==> config.mk <==
export PLATFORM = sky130hd
export DESIGN_NAME = integer_to_radix_string
export DESIGN_NICKNAME = d
export VERILOG_FILES = /design/src/hdl/i2rs_pkg.sv /design/src/hdl/integer_to_radix_string.sv /design/src/hdl/i2rs_ram.sv /design/src/hdl/i2rs_divider.sv
export SDC_FILE = /design/constraint.sdc
export NUM_CORES = 1
export LEC_CHECK = 0
export BUFFER_PORTS_ARGS = -buffer_cell sky130_fd_sc_hd__buf_2
export CORE_ASPECT_RATIO = 0.8
export CORE_UTILIZATION = 31
export DETAILED_ROUTE_END_ITERATION = 12
export PLACE_DENSITY_LB_ADDON = 0.15
export SLEW_MARGIN = 5
export SYNTH_ARGS = -nofsm -noshare
export SYNTH_HDL_FRONTEND = slang
export SYNTH_SLANG_ARGS = --single-unit
==> constraint.sdc <==
create_clock -name clk -period 4.4 [get_ports clk]
set_input_delay 0.66 -clock clk [delete_from_list [all_inputs] [get_ports clk]]
set_output_delay 0.66 -clock clk [all_outputs]
set_load 0.005 [all_outputs]
==> src/hdl/i2rs_pkg.sv <==
// i2rs_pkg.sv: types, constants and the digit-to-character function of the radix string converter
// no dependencies
package i2rs_pkg;

  localparam int MAX_DIGITS = 64;
  localparam int ADDR_W     = $clog2(MAX_DIGITS);
  localparam int CNT_W      = $clog2(MAX_DIGITS + 1);
  localparam int VAL_W      = 63;
  localparam int NBITS_W    = 6;
  localparam int DIG_W      = 6;
  localparam int CHAR_W     = 7;

  localparam logic [5:0] RADIX_MIN     = 6'd2;
  localparam logic [5:0] RADIX_MAX     = 6'd36;
  localparam logic [6:0] MIN_LEN_LIMIT = 7'd64;
  localparam logic [6:0] ASCII_ZERO    = 7'h30;
  localparam logic [6:0] ASCII_A       = 7'h41;

  typedef enum logic [1:0] {
    ST_OK      = 2'd0,
    ST_NEG     = 2'd1,
    ST_BAD_RDX = 2'd2,
    ST_BAD_LEN = 2'd3
  } status_t;

  typedef struct packed {
    logic signed [63:0] number;
    logic [5:0]         radix;
    logic [6:0]         min_chars;
  } in_item_t;

  typedef struct packed {
    logic [CHAR_W-1:0] character;
    logic              last;
    status_t           status;
  } out_item_t;

  typedef struct packed {
    logic               start;
    logic [NBITS_W-1:0] nbits;
    logic [VAL_W-1:0]   dividend;
  } div_ctl_t;

  typedef struct packed {
    logic             done;
    logic [VAL_W-1:0] quot;
    logic [DIG_W-1:0] rem;
  } div_sts_t;

  function automatic logic [CHAR_W-1:0] digit_char(input logic [DIG_W-1:0] d);
    logic [CHAR_W-1:0] ch;
    if (d < 6'd10) begin
      ch = ASCII_ZERO + CHAR_W'(d);
    end else if (d < RADIX_MAX) begin
      ch = ASCII_A + CHAR_W'(d - 6'd10);
    end else begin
      ch = ASCII_ZERO;
    end
    return ch;
  endfunction

endpackage

==> src/hdl/integer_to_radix_string.sv <==
// an error result appears in the cycle after the transfer; otherwise each digit is one pass
// of the bit-serial divider over nbits bits (nbits 63 for the first digit, one less for each
// following one), then S_PAD or S_PRE, then S_EMIT: one character per cycle, padding first;
// one item per span; the divider loop sets the rate
// rst_n (synchronous) returns the sequencer to idle; the digit ram is not cleared
// results cannot be stalled: each is shown for one cycle with out_strobe
module integer_to_radix_string (
  input  logic                clk,
  input  logic                rst_n,
  input  logic                start,
  output logic                busy,
  input  i2rs_pkg::in_item_t  in_item,
  output logic                out_strobe,
  output i2rs_pkg::out_item_t out_item
);
  import i2rs_pkg::*;

  typedef enum logic [4:0] {
    S_IDLE = 5'b00001,
    S_DIV  = 5'b00010,
    S_PAD  = 5'b00100,
    S_PRE  = 5'b01000,
    S_EMIT = 5'b10000
  } state_t;

  state_t             state_r, state_nxt;
  logic [5:0]         radix_r, radix_nxt;
  logic [6:0]         min_len_r, min_len_nxt;
  logic [NBITS_W-1:0] nbits_r, nbits_nxt, nbits_dec;
  logic [CNT_W-1:0]   count_r, count_nxt, count_inc;
  logic [6:0]         pad_left_r, pad_left_nxt;
  logic [ADDR_W-1:0]  addr_r, addr_nxt;
  logic               out_strobe_r, out_strobe_nxt;
  out_item_t          out_item_r, out_item_nxt;

  div_ctl_t           div_ctl;
  div_sts_t           div_sts;
  logic               ram_we;
  logic [DIG_W-1:0]   rd_data;

  assign nbits_dec = (nbits_r > NBITS_W'(1)) ? nbits_r - NBITS_W'(1) : NBITS_W'(1);
  assign count_inc = count_r + CNT_W'(1);

  always_comb begin
    state_nxt      = state_r;
    radix_nxt      = radix_r;
    min_len_nxt    = min_len_r;
    nbits_nxt      = nbits_r;
    count_nxt      = count_r;
    pad_left_nxt   = pad_left_r;
    addr_nxt       = addr_r;
    out_strobe_nxt = 1'b0;
    out_item_nxt   = out_item_r;
    div_ctl.start    = 1'b0;
    div_ctl.nbits    = nbits_dec;
    div_ctl.dividend = div_sts.quot;
    ram_we         = 1'b0;
    case (state_r)
      S_IDLE: begin
        if (start) begin
          out_item_nxt.character = '0;
          out_item_nxt.last      = 1'b1;
          if (in_item.number[63]) begin
            out_strobe_nxt      = 1'b1;
            out_item_nxt.status = ST_NEG;
          end else if (in_item.radix < RADIX_MIN || in_item.radix > RADIX_MAX) begin
            out_strobe_nxt      = 1'b1;
            out_item_nxt.status = ST_BAD_RDX;
          end else if (in_item.min_chars > MIN_LEN_LIMIT) begin
            out_strobe_nxt      = 1'b1;
            out_item_nxt.status = ST_BAD_LEN;
          end else begin
            div_ctl.start    = 1'b1;
            div_ctl.nbits    = NBITS_W'(VAL_W);
            div_ctl.dividend = in_item.number[VAL_W-1:0];
            nbits_nxt        = NBITS_W'(VAL_W);
            radix_nxt        = in_item.radix;
            min_len_nxt      = in_item.min_chars;
            count_nxt        = '0;
            state_nxt        = S_DIV;
          end
        end
      end
      S_DIV: begin
        if (div_sts.done) begin
          ram_we    = 1'b1;
          count_nxt = count_inc;
          if (div_sts.quot != '0 && count_inc < CNT_W'(MAX_DIGITS)) begin
            div_ctl.start = 1'b1;
            nbits_nxt     = nbits_dec;
          end else begin
            addr_nxt = count_r[ADDR_W-1:0];
            if (min_len_r > 7'(count_inc)) begin
              pad_left_nxt = min_len_r - 7'(count_inc);
              state_nxt    = S_PAD;
            end else begin
              state_nxt = S_PRE;
            end
          end
        end
      end
      S_PAD: begin
        out_strobe_nxt         = 1'b1;
        out_item_nxt.character = ASCII_ZERO;
        out_item_nxt.last      = 1'b0;
        out_item_nxt.status    = ST_OK;
        pad_left_nxt           = pad_left_r - 7'd1;
        if (pad_left_r == 7'd1) begin
          addr_nxt  = addr_r - ADDR_W'(1);
          state_nxt = S_EMIT;
        end
      end
      S_PRE: begin
        addr_nxt  = addr_r - ADDR_W'(1);
        state_nxt = S_EMIT;
      end
      S_EMIT: begin
        out_strobe_nxt         = 1'b1;
        out_item_nxt.character = digit_char(rd_data);
        out_item_nxt.last      = (count_r == CNT_W'(1));
        out_item_nxt.status    = ST_OK;
        count_nxt              = count_r - CNT_W'(1);
        addr_nxt               = addr_r - ADDR_W'(1);
        if (count_r == CNT_W'(1)) begin
          state_nxt = S_IDLE;
        end
      end
      default: begin
        state_nxt = S_IDLE;
      end
    endcase
  end

  always_ff @(posedge clk) begin
    if (!rst_n) begin
      state_r      <= S_IDLE;
      out_strobe_r <= 1'b0;
      count_r      <= '0;
    end else begin
      state_r      <= state_nxt;
      out_strobe_r <= out_strobe_nxt;
      count_r      <= count_nxt;
    end
    radix_r    <= radix_nxt;
    min_len_r  <= min_len_nxt;
    nbits_r    <= nbits_nxt;
    pad_left_r <= pad_left_nxt;
    addr_r     <= addr_nxt;
    out_item_r <= out_item_nxt;
  end

  i2rs_divider u_div (
    .clk     (clk),
    .rst_n   (rst_n),
    .ctl     (div_ctl),
    .divisor (radix_r),
    .sts     (div_sts)
  );

  i2rs_ram #(
    .WIDTH (DIG_W),
    .DEPTH (MAX_DIGITS)
  ) u_digits (
    .clk   (clk),
    .we    (ram_we),
    .waddr (count_r[ADDR_W-1:0]),
    .wdata (div_sts.rem),
    .raddr (addr_r),
    .rdata (rd_data)
  );

  assign busy       = (state_r != S_IDLE);
  assign out_strobe = out_strobe_r;
  assign out_item   = out_item_r;

endmodule

==> src/hdl/i2rs_ram.sv <==
// i2rs_ram.sv: generic single-write, single-read ram with registered read data
// no dependencies
module i2rs_ram #(
  parameter int WIDTH = 8,
  parameter int DEPTH = 64
) (
  input  logic                     clk,
  input  logic                     we,
  input  logic [$clog2(DEPTH)-1:0] waddr,
  input  logic [WIDTH-1:0]         wdata,
  input  logic [$clog2(DEPTH)-1:0] raddr,
  output logic [WIDTH-1:0]         rdata
);

  logic [WIDTH-1:0] mem [DEPTH];

  always_ff @(posedge clk) begin
    if (we) begin
      mem[waddr] <= wdata;
    end
    rdata <= mem[raddr];
  end

endmodule

==> src/hdl/i2rs_divider.sv <==
// i2rs_divider.sv: bit-serial restoring divider, one quotient bit per cycle
// depends on i2rs_pkg
module i2rs_divider (
  input  logic                      clk,
  input  logic                      rst_n,
  input  i2rs_pkg::div_ctl_t        ctl,
  input  logic [i2rs_pkg::DIG_W-1:0] divisor,
  output i2rs_pkg::div_sts_t        sts
);
  import i2rs_pkg::*;

  logic [VAL_W-1:0]   dvd_r, dvd_nxt;
  logic [VAL_W-1:0]   quot_r, quot_nxt;
  logic [DIG_W-1:0]   rem_r, rem_nxt;
  logic [NBITS_W-1:0] idx_r, idx_nxt;
  logic               run_r, run_nxt;
  logic               done_r, done_nxt;
  logic [DIG_W:0]     trial;
  logic               fits;

  assign trial = {rem_r, dvd_r[idx_r]};
  assign fits  = trial >= {1'b0, divisor};

  always_comb begin
    dvd_nxt  = dvd_r;
    quot_nxt = quot_r;
    rem_nxt  = rem_r;
    idx_nxt  = idx_r;
    run_nxt  = run_r;
    done_nxt = 1'b0;
    if (ctl.start) begin
      dvd_nxt  = ctl.dividend;
      quot_nxt = '0;
      rem_nxt  = '0;
      idx_nxt  = ctl.nbits - NBITS_W'(1);
      run_nxt  = 1'b1;
    end else if (run_r) begin
      quot_nxt = {quot_r[VAL_W-2:0], fits};
      rem_nxt  = fits ? DIG_W'(trial - {1'b0, divisor}) : trial[DIG_W-1:0];
      idx_nxt  = idx_r - NBITS_W'(1);
      if (idx_r == '0) begin
        run_nxt  = 1'b0;
        done_nxt = 1'b1;
      end
    end
  end

  always_ff @(posedge clk) begin
    if (!rst_n) begin
      run_r  <= 1'b0;
      done_r <= 1'b0;
    end else begin
      run_r  <= run_nxt;
      done_r <= done_nxt;
    end
    dvd_r  <= dvd_nxt;
    quot_r <= quot_nxt;
    rem_r  <= rem_nxt;
    idx_r  <= idx_nxt;
  end

  assign sts.done = done_r;
  assign sts.quot = quot_r;
  assign sts.rem  = rem_r;

endmodule

==> impl_summary.log, run 1 <==
[metrics] Gates resized, CTS repair: 0
[metrics] Worst Clk Skew: 0.0359 ns
[metrics] share of synthesized flip-flops with an asynchronous set or reset: 0%
[metrics] number of failing hold endpoints at the final stage: 0
[metrics] post-synth cell types: 63
[metrics] detailed placement HPWL: 40700 um
[metrics] Wirelength per Cell: around 21 um
[metrics] area fraction in compound gates after synthesis: a little over 6%
[metrics] Finish-stage setup viols: 0
[metrics] number of post-CTS setup repair buffers: 0
[metrics] wire length of the first global-routing pass: slightly below 100000 um
[metrics] layout filler cell count: about 7.6k
[metrics] max-slew violation count: 0
[metrics] clock tree from TritonCTS: built
[metrics] worst path required time: 4.85 ns
[metrics] time the final worst path needs with I/O delays and setup: ~3.9 ns
[metrics] initial core utilization: a little under a third
[metrics] Num CTS Buffers: 61
[metrics] multiplexer fraction of the synthesized cell area: 12.7%
[metrics] maximum net fanout on the critical path: 17
[metrics] Net count, final: around 2k
[metrics] Crit path arrival time: between 4 and 5 ns
[metrics] top achievable clock speed: between 0.2 and 0.3 GHz
[metrics] drt via density: 4.99
[metrics] Die Width: around 320 um
[metrics] clock tree buffer depth: 3
[metrics] share of the synthesized netlist area taken by xor and xnor gates: less than 1%
[metrics] wire length after detailed routing: 63200 um
[metrics] number of hold-repair buffers added at the cts stage: 0
[metrics] cell area after placement: between 20000 and 30000 um2
[metrics] share of cells above drive strength 1: between 10% and 20%
[metrics] static power due to leakage: around 10 nW
[metrics] number of DRC markers in iteration 0: 1144
[metrics] number of non-filler instances in the completed layout: between 2k and 3k
[metrics] number of warnings reported in the yosys synthesis log: 0
[metrics] initial antenna violation count: 2
[metrics] cell count after placement: 2872
[metrics] path type of the worst min-delay path: in2reg
[metrics] Mapped Avg Cell Area: ~14 um2
[metrics] routability cong.: a little under 0.8
[metrics] post-route setup TNS: 0 ns
[metrics] sequential element share of the synthesized area: 66.9%
[metrics] total via count after detailed routing: around 15k
[metrics] count leader, synth: sky130_fd_sc_hd__edfxtp_1
[metrics] nature of the critical path endpoint: register
[metrics] adder-cell share of the synthesized area: under 10%
[metrics] maximum VDD drop: a little over 300 uV
[metrics] area share of the largest cell type after synthesis: between 50% and 60%
[metrics] global-route congestion overflow total: 0
[metrics] Die Footprint: around 80000 um2
[metrics] Pwr Density: 483 nW/um2
[metrics] element type at the critical path start: register
[metrics] number of global-route vias before repair: about 15k
[metrics] count of port buffers added during placement: between 90 and 100
[metrics] actual transition at the worst max-transition pin: ~1 ns
[metrics] Design Power: 13.9 mW
[metrics] number of storage elements in the synthesis netlist: about 590
[metrics] clock-pin slew on the worst setup and hold paths: 0.06 ns
[metrics] relative max-transition margin: between 30% and 40%
[metrics] TritonCTS Sinks: ~600
[metrics] post-synthesis simple-gate area fraction: approximately 9.6%
[metrics] Placeable Area: a little under 80000 um2
[metrics] height of the die: between 200 and 300 um
[metrics] source-to-sink clock delay at the later pin of the worst-skew pair: about 0.63 ns
[metrics] Max Cap Viol: 0
[metrics] kind of critical path: reg2reg
[metrics] Synth Flop Type: sky130_fd_sc_hd__edfxtp_1
[metrics] Clock Tree Root: sky130_fd_sc_hd__clkbuf_16
[metrics] commonest cells in the synthesized netlist: 495 x sky130_fd_sc_hd__edfxtp_1, 239 x sky130_fd_sc_hd__nand2_1, 200 x sky130_fd_sc_hd__nor2_1, 172 x sky130_fd_sc_hd__mux2i_1, 90 x sky130_fd_sc_hd__dfxtp_1
[metrics] synthesized instance count: about 1.8k
[metrics] top cell type by total area after synthesis: sky130_fd_sc_hd__edfxtp_1
[metrics] Area growth, synth to finish: 15.5%
[metrics] H-tree level count: 2
[metrics] largest net degree at the start of global routing: 77
[metrics] EDFF count, synth: about 500
[metrics] Synth Net Count: roughly 1.9k
[metrics] DRC errors left: 0
[metrics] count of TritonRoute iterations in the first routing pass: 5
[metrics] top cells by area in the synthesized netlist: sky130_fd_sc_hd__edfxtp_1 60%, sky130_fd_sc_hd__dfxtp_1 7.2%, sky130_fd_sc_hd__mux2i_1 6.9%
[metrics] post-route fraction of the period consumed by the critical path: between 80% and 90%
[metrics] number of standard-cell rows in the floorplan: just over 90
[metrics] number of antenna diodes: 0
[metrics] residual antenna-violating net count after detailed routing: 0
[metrics] post-synthesis instance area: between 20000 and 25000 um2
[metrics] post-route cell area: about 29000 um2
[metrics] largest family of logic cells by synthesized area: multiplexers
[metrics] setup repair after global routing missed its margin: no
[metrics] final hold slack: ~0.22 ns
[metrics] run status: finished clean
[metrics] total global routing track utilization: ~15%
[metrics] I/O Pins: a little over 90
==> worst max-delay path: stages, from the launching register on <==
cell and delay [ns]:
sky130_fd_sc_hd__edfxtp_1 0.48, sky130_fd_sc_hd__buf_4 0.35, sky130_fd_sc_hd__mux4_1 0.60, sky130_fd_sc_hd__mux2i_1 0.16, sky130_fd_sc_hd__o211ai_1 0.14, sky130_fd_sc_hd__a31oi_1 0.24
sky130_fd_sc_hd__a311o_1 0.21, sky130_fd_sc_hd__ha_1 0.21, sky130_fd_sc_hd__nor2b_1 0.06, sky130_fd_sc_hd__o21a_1 0.18, sky130_fd_sc_hd__o21a_1 0.19, sky130_fd_sc_hd__o31a_1 0.28
sky130_fd_sc_hd__nor2_1 0.19, sky130_fd_sc_hd__buf_4 0.18, sky130_fd_sc_hd__mux2i_1 0.19, sky130_fd_sc_hd__a211oi_1 0.09
==> stage by stage <==
step	utilization, %	worst slack (ns)
floorplan	-	0.568
global placement	33.6	0.437
finish	36.3	0.457
detailed placement	33.6	0.459
global route	36.3	0.186
CTS	36.3	0.426
==> path summary, 6_finish.rpt <==
kind / end / cells past startpoint / slack, ns / startpoint
max reg2reg: u_div.rem_r[3] / 15 / 0.46 / u_div.idx_r[0]
min reg2reg: count_r[6] / 2 / 0.52 / count_r[6]
min: min_len_r[0] / 1 / 0.22 / in_item[0]
max: u_div.rem_r[3] / 15 / 0.46 / u_div.idx_r[0]
==> area by class of cell <==
| cell class | instances | area, um2 | share of cell area, % |
|---|---|---|---|
| multi-input cells | 1082 | 7700 | 26.8 |
| clock inverters | 32 | 437 | 1.52 |
| clock buffers | 83 | 1690 | 5.88 |
| repair buffers | 134 | 816 | 2.84 |
| inverters | 37 | 139 | 0.483 |
| well taps | 1034 | 1290 | 4.50 |
| flip-flops and latches | 585 | 16700 | 58.0 |
==> state kept, by name, summed over array words and instances, names as in the netlist, 7 cells and up <==
name	cells
out_item	10
pad_left_r	7
u_div.dvd_r	63
min_len_r	7
u_digits.mem	384
count_r	7
u_div.quot_r	63
==> power breakdown <==
| part | leakage (nW) | total (mW) | switching, mW | internal, mW |
|---|---|---|---|---|
| combinational | 3.76 | 1.66 | 1.20 | 0.455 |
| clock | 1.02 | 5.48 | 2.20 | 3.28 |
| sequential | 5.22 | 6.76 | 0.105 | 6.65 |
==> placed cells by master, fill, tap and decap left out, types with 5 or more instances in the layout <==
cell,n
sky130_fd_sc_hd__clkbuf_16,63
sky130_fd_sc_hd__o21ai_0,34
sky130_fd_sc_hd__nor3_1,28
sky130_fd_sc_hd__inv_1,34
sky130_fd_sc_hd__nand2_1,237
sky130_fd_sc_hd__nor4_1,22
sky130_fd_sc_hd__o22ai_1,27
sky130_fd_sc_hd__edfxtp_1,495
sky130_fd_sc_hd__buf_4,40
sky130_fd_sc_hd__clkbuf_1,16
sky130_fd_sc_hd__dfxtp_2,6
sky130_fd_sc_hd__mux2i_1,172
sky130_fd_sc_hd__clkinv_1,8
sky130_fd_sc_hd__o221ai_1,48
sky130_fd_sc_hd__nand4_1,10
sky130_fd_sc_hd__a21oi_1,66
sky130_fd_sc_hd__xnor2_1,20
sky130_fd_sc_hd__nor2b_1,7
sky130_fd_sc_hd__xor2_1,8
sky130_fd_sc_hd__dfxtp_1,83
sky130_fd_sc_hd__nor2_1,200
sky130_fd_sc_hd__mux4_2,56
sky130_fd_sc_hd__mux4_1,6
sky130_fd_sc_hd__nand3_1,14
sky130_fd_sc_hd__nand4b_1,5
sky130_fd_sc_hd__a31oi_1,6
sky130_fd_sc_hd__clkinvlp_4,6
sky130_fd_sc_hd__bufinv_16,10
sky130_fd_sc_hd__a211oi_1,16
sky130_fd_sc_hd__clkinv_2,7
sky130_fd_sc_hd__buf_2,91
sky130_fd_sc_hd__or3_1,9
sky130_fd_sc_hd__o21a_1,5
sky130_fd_sc_hd__ha_1,26
==> kinds of logic (layout without fill, tap and decap cells) <==
| logic type | count (synthesis) | in the layout |
|---|---|---|
| simple gates | 562 | 562 |
| mux | 236 | 236 |
| flops | 585 | 585 |
| fa+ha+maj | 28 | 28 |
| compound gates | 228 | 228 |
| xor+xnor | 28 | 28 |
| buf+inv | 132 | 286 |
==> per-layer routing <==
layer	routed length (um)	track usage, %	share of wire [%]	vias to the layer above
met5	27	0	0.043	-
met4	1280	3.89	2.0	4
met3	2840	2.66	4.5	92
met2	28600	23.9	45	333
met1	30500	22.4	48	7451
li1	-	-	-	7026
Power figures use the tool's default switching activity.
==> run 2, diff against run 1 <==
CORE_UTILIZATION = 35   (was 31)
CTS_CLUSTER_SIZE = 8   (was unset)
==> impl_summary.log, run 2 (synthesis results as in run 1) <==
[metrics] max-slew violation count: 0 (unchanged)
[metrics] Logic pwr share: 11.6% (was 11.9%)
[metrics] wire length after detailed routing: 61800 um (was 63200 um)
[metrics] Clock Tree Root: sky130_fd_sc_hd__clkbuf_16 (unchanged)
[metrics] top achievable clock speed: 0.251 GHz (was 0.254 GHz)
[metrics] maximum net fanout on the critical path: 8 (was 17)
[metrics] Pwr Density: 494 nW/um2 (was 483 nW/um2)
[metrics] most common library cell in the layout ignoring fill and taps: sky130_fd_sc_hd__edfxtp_1 (unchanged)
[metrics] final hold slack: 0.226 ns (was 0.223 ns)
[metrics] share of cells above drive strength 1: 15.3% (was 15.6%)
[metrics] Largest register FFs: 384 (unchanged)
[metrics] proportion of power drawn by flip-flops and latches: 47.6% (was 48.6%)
[metrics] number of DRC markers in iteration 0: 900 (was 1144)
[metrics] post-route fraction of the period consumed by the critical path: 90.5% (was 89.6%)
[metrics] count of port buffers added during placement: 91 (unchanged)
[metrics] Num CTS Buffers: 83 (was 61)
[metrics] Die Footprint: 72200 um2 (was 81500 um2)
[metrics] Finish-stage setup viols: 0 (unchanged)
[metrics] initial core utilization: 35.4% (was 31.5%)
[metrics] number of standard-cell rows in the floorplan: 87 (was 92)
[metrics] global-route congestion overflow total: 0 (unchanged)
[metrics] largest net degree at the start of global routing: 77 (unchanged)
[metrics] critical path's largest stage delay: 0.64 ns (was 0.60 ns)
[metrics] actual transition at the worst max-transition pin: 0.977 ns (was 1.02 ns)
[metrics] TritonCTS Sinks: 585 (unchanged)
[metrics] static power due to leakage: 10.1 nW (was 10.0 nW)
[metrics] Area growth, synth to finish: 15.6% (was 15.5%)
[metrics] Net count, final: 2027 (was 2009)
[metrics] Gates resized, CTS repair: 0 (unchanged)
[metrics] Die Width: 300 um (was 319 um)
[metrics] clock-pin slew on the worst setup and hold paths: 0.05 ns (was 0.06 ns)
[metrics] number of non-filler instances in the completed layout: 2889 (was 2987)
[metrics] maximum VDD drop: 304 uV (was 303 uV)
[metrics] number of failing hold endpoints at the final stage: 0 (unchanged)
[metrics] setup repair after global routing missed its margin: no (unchanged)
[metrics] total global routing track utilization: 17.3% (was 15.5%)
[metrics] largest registers ranked by flip-flop count: u_digits.mem (384), u_div.dvd_r (63), u_div.quot_r (63) (unchanged)
[metrics] initial antenna violation count: 2 (unchanged)
[metrics] number of hold-repair buffers added at the cts stage: 0 (unchanged)
[metrics] height of the die: 241 um (was 256 um)
[metrics] fraction of power spent switching nets: 25.5% (was 25.2%)
[metrics] source-to-sink clock delay at the later pin of the worst-skew pair: 0.63 ns (about the same)
[metrics] drt via density: 5.17 (was 4.99)
[metrics] time the final worst path needs with I/O delays and setup: 3.98 ns (was 3.94 ns)
[metrics] DRC errors left: 0 (unchanged)
[metrics] relative max-transition margin: 34.8% (was 31.9%)
[metrics] kind of critical path: reg2reg (unchanged)
[metrics] count of TritonRoute iterations in the first routing pass: 5 (unchanged)
[metrics] clock group share of total power: 40.8% (was 39.4%)
[metrics] I/O Pins: 92 (unchanged)
[metrics] cell count after placement: 2768 (was 2872)
[metrics] most repeated library cell on the critical path: sky130_fd_sc_hd__o21a_1
[metrics] routability cong.: 0.819 (was 0.787)
[metrics] Wirelength per Cell: 21.4 um (was 21.2 um)
[metrics] Placeable Area: 70400 um2 (was 79200 um2)
[metrics] post-route setup TNS: 0 ns (unchanged)
[metrics] detailed placement HPWL: 39800 um (was 40700 um)
[metrics] nature of the critical path endpoint: register (unchanged)
[metrics] internal power: 10.6 mW (was 10.4 mW)
[metrics] number of post-CTS setup repair buffers: 0 (unchanged)
[metrics] critical path, cell by cell: mux4_2, mux2_2, a2111oi_1, a311o_1, ha_1, nor2b_1, o21a_1, o21a_1, o31a_1, nor2_1, buf_4, mux2i_1, a211oi_1 (was buf_4, mux4_1, mux2i_1, o211ai_1, a31oi_1, a311o_1, ha_1, nor2b_1, o21a_1, o21a_1, o31a_1, nor2_1, buf_4, mux2i_1, a211oi_1)
[metrics] residual antenna-violating net count after detailed routing: 0 (unchanged)
[metrics] commonest cells after routing, fill and taps aside: 495 x sky130_fd_sc_hd__edfxtp_1, 237 x sky130_fd_sc_hd__nand2_1, 200 x sky130_fd_sc_hd__nor2_1 (unchanged)
[metrics] clock tree from TritonCTS: built (unchanged)
[metrics] Slowest cell on crit path: sky130_fd_sc_hd__edfxtp_1 (was sky130_fd_sc_hd__mux4_1)
[metrics] H-tree level count: 3 (was 2)
[metrics] wire length of the first global-routing pass: 94000 um (was 96200 um)
[metrics] Crit path arrival time: 4.50 ns (was 4.39 ns)
[metrics] Worst Clk Skew: 0.0421 ns (was 0.0359 ns)
[metrics] worst path required time: 4.92 ns (was 4.85 ns)
[metrics] path type of the worst min-delay path: in2reg (unchanged)
[metrics] total via count after detailed routing: 14.9k (about the same)
[metrics] P_sw: 3.63 mW (was 3.50 mW)
[metrics] number of global-route vias before repair: 14.9k (was 15.1k)
[metrics] register ranked first by flip-flop count: u_digits.mem (unchanged)
[metrics] run status: finished clean (unchanged)
[metrics] Max Cap Viol: 0 (unchanged)
[metrics] element type at the critical path start: register (unchanged)
[metrics] clock tree buffer depth: 3 (unchanged)
[run 2: cell count changes in the layout (fill, tap and decap cells not counted), moves of 4 or more]
| cell | before | now |
|---|---|---|
| sky130_fd_sc_hd__bufinv_16 | 10 | 0 |
| sky130_fd_sc_hd__clkbuf_1 | 16 | 30 |
| sky130_fd_sc_hd__clkbuf_16 | 63 | 84 |
| sky130_fd_sc_hd__clkbuf_8 | 4 | 0 |
| sky130_fd_sc_hd__clkinv_1 | 8 | 2 |
| sky130_fd_sc_hd__clkinv_2 | 7 | 0 |
| sky130_fd_sc_hd__clkinvlp_4 | 6 | 0 |
[run 2: cell type report]
class	instances	area, um2
multi-input cells	1082	7710
clock inverters	6	118
fillers	6494	41600
clock buffers	114	2210
well taps	934	1170
flip-flops and latches	585	16700
repair buffers	130	761
diodes	1	2.50
inverters	37	139
[run 2: worst paths after layout]
kind | startpoint | endpoint | cells past startpoint | slack [ns]
min | in_item[10] | radix_r[3] | 1 | 0.23
max reg2reg | u_div.idx_r[0] | u_div.rem_r[2] | 13 | 0.42
min reg2reg | u_div.quot_r[62] | u_div.quot_r[62] | 2 | 0.54
max | u_div.idx_r[0] | u_div.rem_r[2] | 13 | 0.42
[run 2: layer usage]
layer	track usage, %	vias to the layer above	share of wire [%]
li1	-	7047	-
met1	25.1	7461	48
met2	26.1	324	45
met3	3.26	102	4.7
met4	5.50	4	2.5
met5	0	-	0.049
[run 2: power by group through the flow]
stage                     clock [mW]  sequential (mW)  combinational [mW]
after floorplan                    0             7.08               0.694
after global placement             0             6.88                1.64
after detailed placement           0             6.88                1.68
after CTS                       5.96             6.77                1.68
after global routing            6.16             6.79                1.81
final                           5.80             6.77                1.65
[run 2: critical path: cells and delay by family (launching register included)]
family | cells | cell delay [ns]
AO/OA/AOI/OAI | 6 | 1.63
adder cells (fa/ha/maj) | 1 | 0.22
buffers and inverters | 1 | 0.19
flip-flops | 1 | 0.64
multiplexers | 3 | 0.94
AND/OR/NAND/NOR | 2 | 0.26
[run 2: per-stage QoR]
step	area, um2	util, %	setup slack [ns]	total power [mW]
3_3_place_gp	26500	37.6	0.429	8.52
2_1_floorplan	24900	-	0.568	7.78
6_report	28800	40.9	0.419	14.2
4_1_cts	28800	40.9	0.441	14.4
5_1_grt	28800	40.9	0.0882	14.8
3_5_place_dp	26500	37.6	0.464	8.56
==> run 3, diff against run 2 <==
ABC_AREA = 1   (was unset)
==> impl_summary.log, run 3 <==
[metrics] run status: finished clean (unchanged)
[metrics] clock-pin slew on the worst setup and hold paths: 0.05 ns (about the same)
[metrics] element type at the critical path start: register (unchanged)
[metrics] count leader, synth: sky130_fd_sc_hd__edfxtp_1 (unchanged)
[metrics] Die Footprint: 72600 um2 (was 72200 um2)
[metrics] post-route fraction of the period consumed by the critical path: 75.8% (was 90.5%)
[metrics] path type of the worst min-delay path: in2reg (unchanged)
[metrics] worst path required time: 4.90 ns (was 4.92 ns)
[metrics] Slowest cell on crit path: sky130_fd_sc_hd__nor2_1 (was sky130_fd_sc_hd__edfxtp_1)
[metrics] Wirelength per Cell: 20.1 um (was 21.4 um)
[metrics] worst setup slack for register-to-register paths: 1.06 ns (was 0.42 ns)
[metrics] area share of the largest cell type after synthesis: 59.4% (was 59.7%)
[metrics] Worst Clk Skew: 0.0296 ns (was 0.0421 ns)
[metrics] post-synthesis instance area: 25000 um2 (was 24900 um2)
[metrics] instance count along the most critical hold path: 1 (unchanged)
[metrics] number of failing hold endpoints at the final stage: 0 (unchanged)
[metrics] Area growth, synth to finish: 15.4% (was 15.6%)
[metrics] routability cong.: 0.836 (was 0.819)
[metrics] Gates resized, CTS repair: 0 (unchanged)
[metrics] sequential element share of the synthesized area: 66.6% (was 66.9%)
[metrics] commonest cells after routing, fill and taps aside: 495 x sky130_fd_sc_hd__edfxtp_1, 412 x sky130_fd_sc_hd__nor2_1, 347 x sky130_fd_sc_hd__o21ai_0 (was 495 x sky130_fd_sc_hd__edfxtp_1, 237 x sky130_fd_sc_hd__nand2_1, 200 x sky130_fd_sc_hd__nor2_1)
[metrics] nature of the critical path endpoint: register (unchanged)
[metrics] setup repair after global routing missed its margin: no (unchanged)
[metrics] largest net degree at the start of global routing: 194 (was 77)
[metrics] H-tree level count: 3 (unchanged)
[metrics] residual antenna-violating net count after detailed routing: 0 (unchanged)
[metrics] Finish-stage setup viols: 0 (unchanged)
[metrics] count of TritonRoute iterations in the first routing pass: 5 (unchanged)
[metrics] actual transition at the worst max-transition pin: 0.984 ns (was 0.977 ns)
[metrics] critical path's largest stage delay: 0.59 ns (was 0.64 ns)
[metrics] wire length after detailed routing: 67800 um (was 61800 um)
[metrics] number of global-route vias before repair: 17.0k (was 14.9k)
[metrics] height of the die: 241 um (about the same)
[metrics] total global routing track utilization: 18.8% (was 17.3%)
[metrics] global-route congestion overflow total: 0 (unchanged)
[metrics] share of synthesized flip-flops with an asynchronous set or reset: 0% (unchanged)
[metrics] Pwr Density: 475 nW/um2 (was 494 nW/um2)
[metrics] relative max-transition margin: 34.2% (was 34.8%)
[metrics] final worst-path setup slack: 1.06 ns (was 0.419 ns)
[metrics] kind of critical path: reg2reg (unchanged)
[metrics] register ranked first by flip-flop count: u_digits.mem (unchanged)
[metrics] most common library cell in the layout ignoring fill and taps: sky130_fd_sc_hd__edfxtp_1 (unchanged)
[metrics] clock tree buffer depth: 3 (unchanged)
[metrics] Top Family by Delay on Critical Path: simple AND/OR/NAND/NOR gates (was compound AO/OA/AOI/OAI gates)
[metrics] top cell type by total area after synthesis: sky130_fd_sc_hd__edfxtp_1 (unchanged)
[metrics] wire length of the first global-routing pass: 104000 um (was 94000 um)
[metrics] Hold Crit Endpoint: radix_r[3] (unchanged)
[metrics] time the final worst path needs with I/O delays and setup: 3.34 ns (was 3.98 ns)
[metrics] Net count, final: 2510 (was 2027)
[metrics] DRC errors left: 0 (unchanged)
[metrics] r2r endpoint: u_div.rem_r[1] (was u_div.rem_r[2])
[metrics] TritonCTS Sinks: 585 (unchanged)
[metrics] Synth Net Count: 2424 (was 1907)
[metrics] count of port buffers added during placement: 91 (unchanged)
[metrics] share of the synthesized netlist area taken by xor and xnor gates: 0.730% (was 0.985%)
[metrics] Crit path arrival time: 3.84 ns (was 4.50 ns)
[metrics] number of storage elements in the synthesis netlist: 585 (unchanged)
[metrics] worst reg-to-reg path cell count: 19 (was 13)
[metrics] Synth Flop Type: sky130_fd_sc_hd__edfxtp_1 (unchanged)
[metrics] I/O Pins: 92 (unchanged)
[metrics] post-synthesis simple-gate area fraction: 12.3% (was 9.65%)
[metrics] clock tree from TritonCTS: built (unchanged)
[metrics] number of DRC markers in iteration 0: 1474 (was 900)
[metrics] pre-CTS setup slack: 1.16 ns (was 0.464 ns)
[metrics] post-route setup TNS: 0 ns (unchanged)
[metrics] critical hold path startpoint: in_item[10] (unchanged)
[metrics] Placeable Area: 70600 um2 (was 70400 um2)
[metrics] number of hold-repair buffers added at the cts stage: 0 (unchanged)
[metrics] initial core utilization: 35.4% (about the same)
[metrics] Largest register FFs: 384 (unchanged)
[metrics] source-to-sink clock delay at the later pin of the worst-skew pair: 0.62 ns (was 0.63 ns)
[metrics] maximum VDD drop: 354 uV (was 304 uV)
[metrics] initial antenna violation count: 0 (was 2)
[metrics] static power due to leakage: 10.0 nW (was 10.1 nW)
[metrics] multiplexer fraction of the synthesized cell area: 0% (was 12.7%)
[metrics] number of standard-cell rows in the floorplan: 87 (unchanged)
[metrics] largest family of logic cells by synthesized area: compound AO/OA/AOI/OAI gates (was multiplexers)
[metrics] post-synth cell types: 51 (was 63)
[metrics] number of post-CTS setup repair buffers: 0 (unchanged)
[metrics] critical path, cell by cell: nor2_1, nand3_1, nand2_1, a31oi_1, o21ai_0, nand3_1, nand3_1, nand2_1, inv_1, ha_1, o21ai_0, a21oi_1, o21bai_1, nand2_1, nand2_1, inv_1, a21oi_1, a21boi_1, inv_1 (was mux4_2, mux2_2, a2111oi_1, a311o_1, ha_1, nor2b_1, o21a_1, o21a_1, o31a_1, nor2_1, buf_4, mux2i_1, a211oi_1)
[metrics] total via count after detailed routing: 17.6k (was 14.9k)
[metrics] synthesized instance count: 2316 (was 1799)
[metrics] Mapped Avg Cell Area: 10.8 um2 (was 13.8 um2)
[metrics] Num CTS Buffers: 83 (unchanged)
[metrics] Bufs and invs on worst path: 3 (was 1)
[metrics] share of cells above drive strength 1: 10.8% (was 15.3%)
[metrics] max-slew violation count: 0 (unchanged)
[metrics] drt via density: 5.20 (was 5.17)
[metrics] number of antenna diodes: 0 (was 1)
[metrics] top cells by area in the synthesized netlist: sky130_fd_sc_hd__edfxtp_1 59%, sky130_fd_sc_hd__dfxtp_1 7.2%, sky130_fd_sc_hd__o21ai_0 6.9% (was sky130_fd_sc_hd__edfxtp_1 60%, sky130_fd_sc_hd__dfxtp_1 7.2%, sky130_fd_sc_hd__mux2i_1 6.9%)
[metrics] maximum net fanout on the critical path: 11 (was 8)
[metrics] R2R Path Start: u_div.idx_r[1] (was u_div.idx_r[0])
[metrics] Die Width: 301 um (was 300 um)
[metrics] EDFF count, synth: 495 (unchanged)
[metrics] Clock Tree Root: sky130_fd_sc_hd__clkbuf_16 (unchanged)
[metrics] detailed placement HPWL: 43400 um (was 39800 um)
[metrics] area fraction in compound gates after synthesis: 14.2% (was 6.08%)
[metrics] largest registers ranked by flip-flop count: u_digits.mem (384), u_div.dvd_r (63), u_div.quot_r (63) (unchanged)
[metrics] adder-cell share of the synthesized area: 1.46% (was 1.47%)
[metrics] Max Cap Viol: 0 (unchanged)
[metrics] most repeated library cell on the critical path: sky130_fd_sc_hd__nand2_1 (was sky130_fd_sc_hd__o21a_1)
[metrics] top achievable clock speed: 0.300 GHz (was 0.251 GHz)
[metrics] commonest cells in the synthesized netlist: 495 x sky130_fd_sc_hd__edfxtp_1, 412 x sky130_fd_sc_hd__nor2_1, 347 x sky130_fd_sc_hd__o21ai_0, 238 x sky130_fd_sc_hd__nand2_1, 187 x sky130_fd_sc_hd__o22ai_1 (was 495 x sky130_fd_sc_hd__edfxtp_1, 239 x sky130_fd_sc_hd__nand2_1, 200 x sky130_fd_sc_hd__nor2_1, 172 x sky130_fd_sc_hd__mux2i_1, 90 x sky130_fd_sc_hd__dfxtp_1)
[metrics] number of warnings reported in the yosys synthesis log: 0 (unchanged)
run 3: worst max-delay path by stage:
stage	from	end	slack, ns	depth (start not counted)
floorplan	in_item[8]	u_div.dvd_r[0]	1.26	6
global placement	u_div.idx_r[1]	u_div.rem_r[1]	1.22	19
detailed placement	u_div.idx_r[1]	u_div.rem_r[1]	1.16	19
CTS	u_div.idx_r[1]	u_div.rem_r[1]	1.12	19
global route	u_div.idx_r[1]	u_div.rem_r[3]	0.59	19
finish	u_div.idx_r[1]	u_div.rem_r[1]	1.06	19
run 3: where the power goes:
part	leakage, nW	switching [mW]	total, mW	internal (mW)
sequential	5.19	0.0531	6.63	6.58
clock	1.14	2.31	5.88	3.58
combinational	3.69	0.950	1.19	0.243
run 3: cell type report:
class                      instances  area [um2]
sequential                       585       16700
inverter                         158         601
fill                            6775       41800
tap                              934        1170
clock inverter                     6        96.3
clock buffer                     122        2270
timing repair buffer             130         861
multi-input combinational       1444        7200
run 3: cells by family (layout without fill, tap and decap cells):
group                    Yosys count  count (layout)
adder cells (fa/ha/maj)           28              28
flip-flops                       585             585
buffers and inverters            287             416
XOR/XNOR                          20              20
AO/OA/AOI/OAI                    637             637
AND/OR/NAND/NOR                  759             759
run 3: through the flow:
| stage | hold WS [ns] | instances | util, % | power, mW | area [um2] |
|---|---|---|---|---|---|
| 6_report | 0.232 | 3379 | 40.9 | 13.7 | 28900 |
| 5_1_grt | 0.205 | 3379 | 40.9 | 14.2 | 28900 |
| 4_1_cts | 0.196 | 3379 | 40.9 | 13.9 | 28900 |
| 3_5_place_dp | 0.501 | 3251 | 37.5 | 7.95 | 26500 |
| 3_3_place_gp | 0.496 | 3251 | 37.5 | 7.94 | 26500 |
| 2_1_floorplan | 0.465 | 2316 | - | 7.37 | 25000 |
run 3: metal layers:
layer / vias to the layer above / part of all wire [%] / global-route usage, %
met3: 88 / 4.9 / 2.85
met1: 8615 / 50 / 28.2
met2: 447 / 43 / 28.2
met5: - / 0 / 0
li1: 8412 / - / -
met4: 0 / 1.8 / 5.31
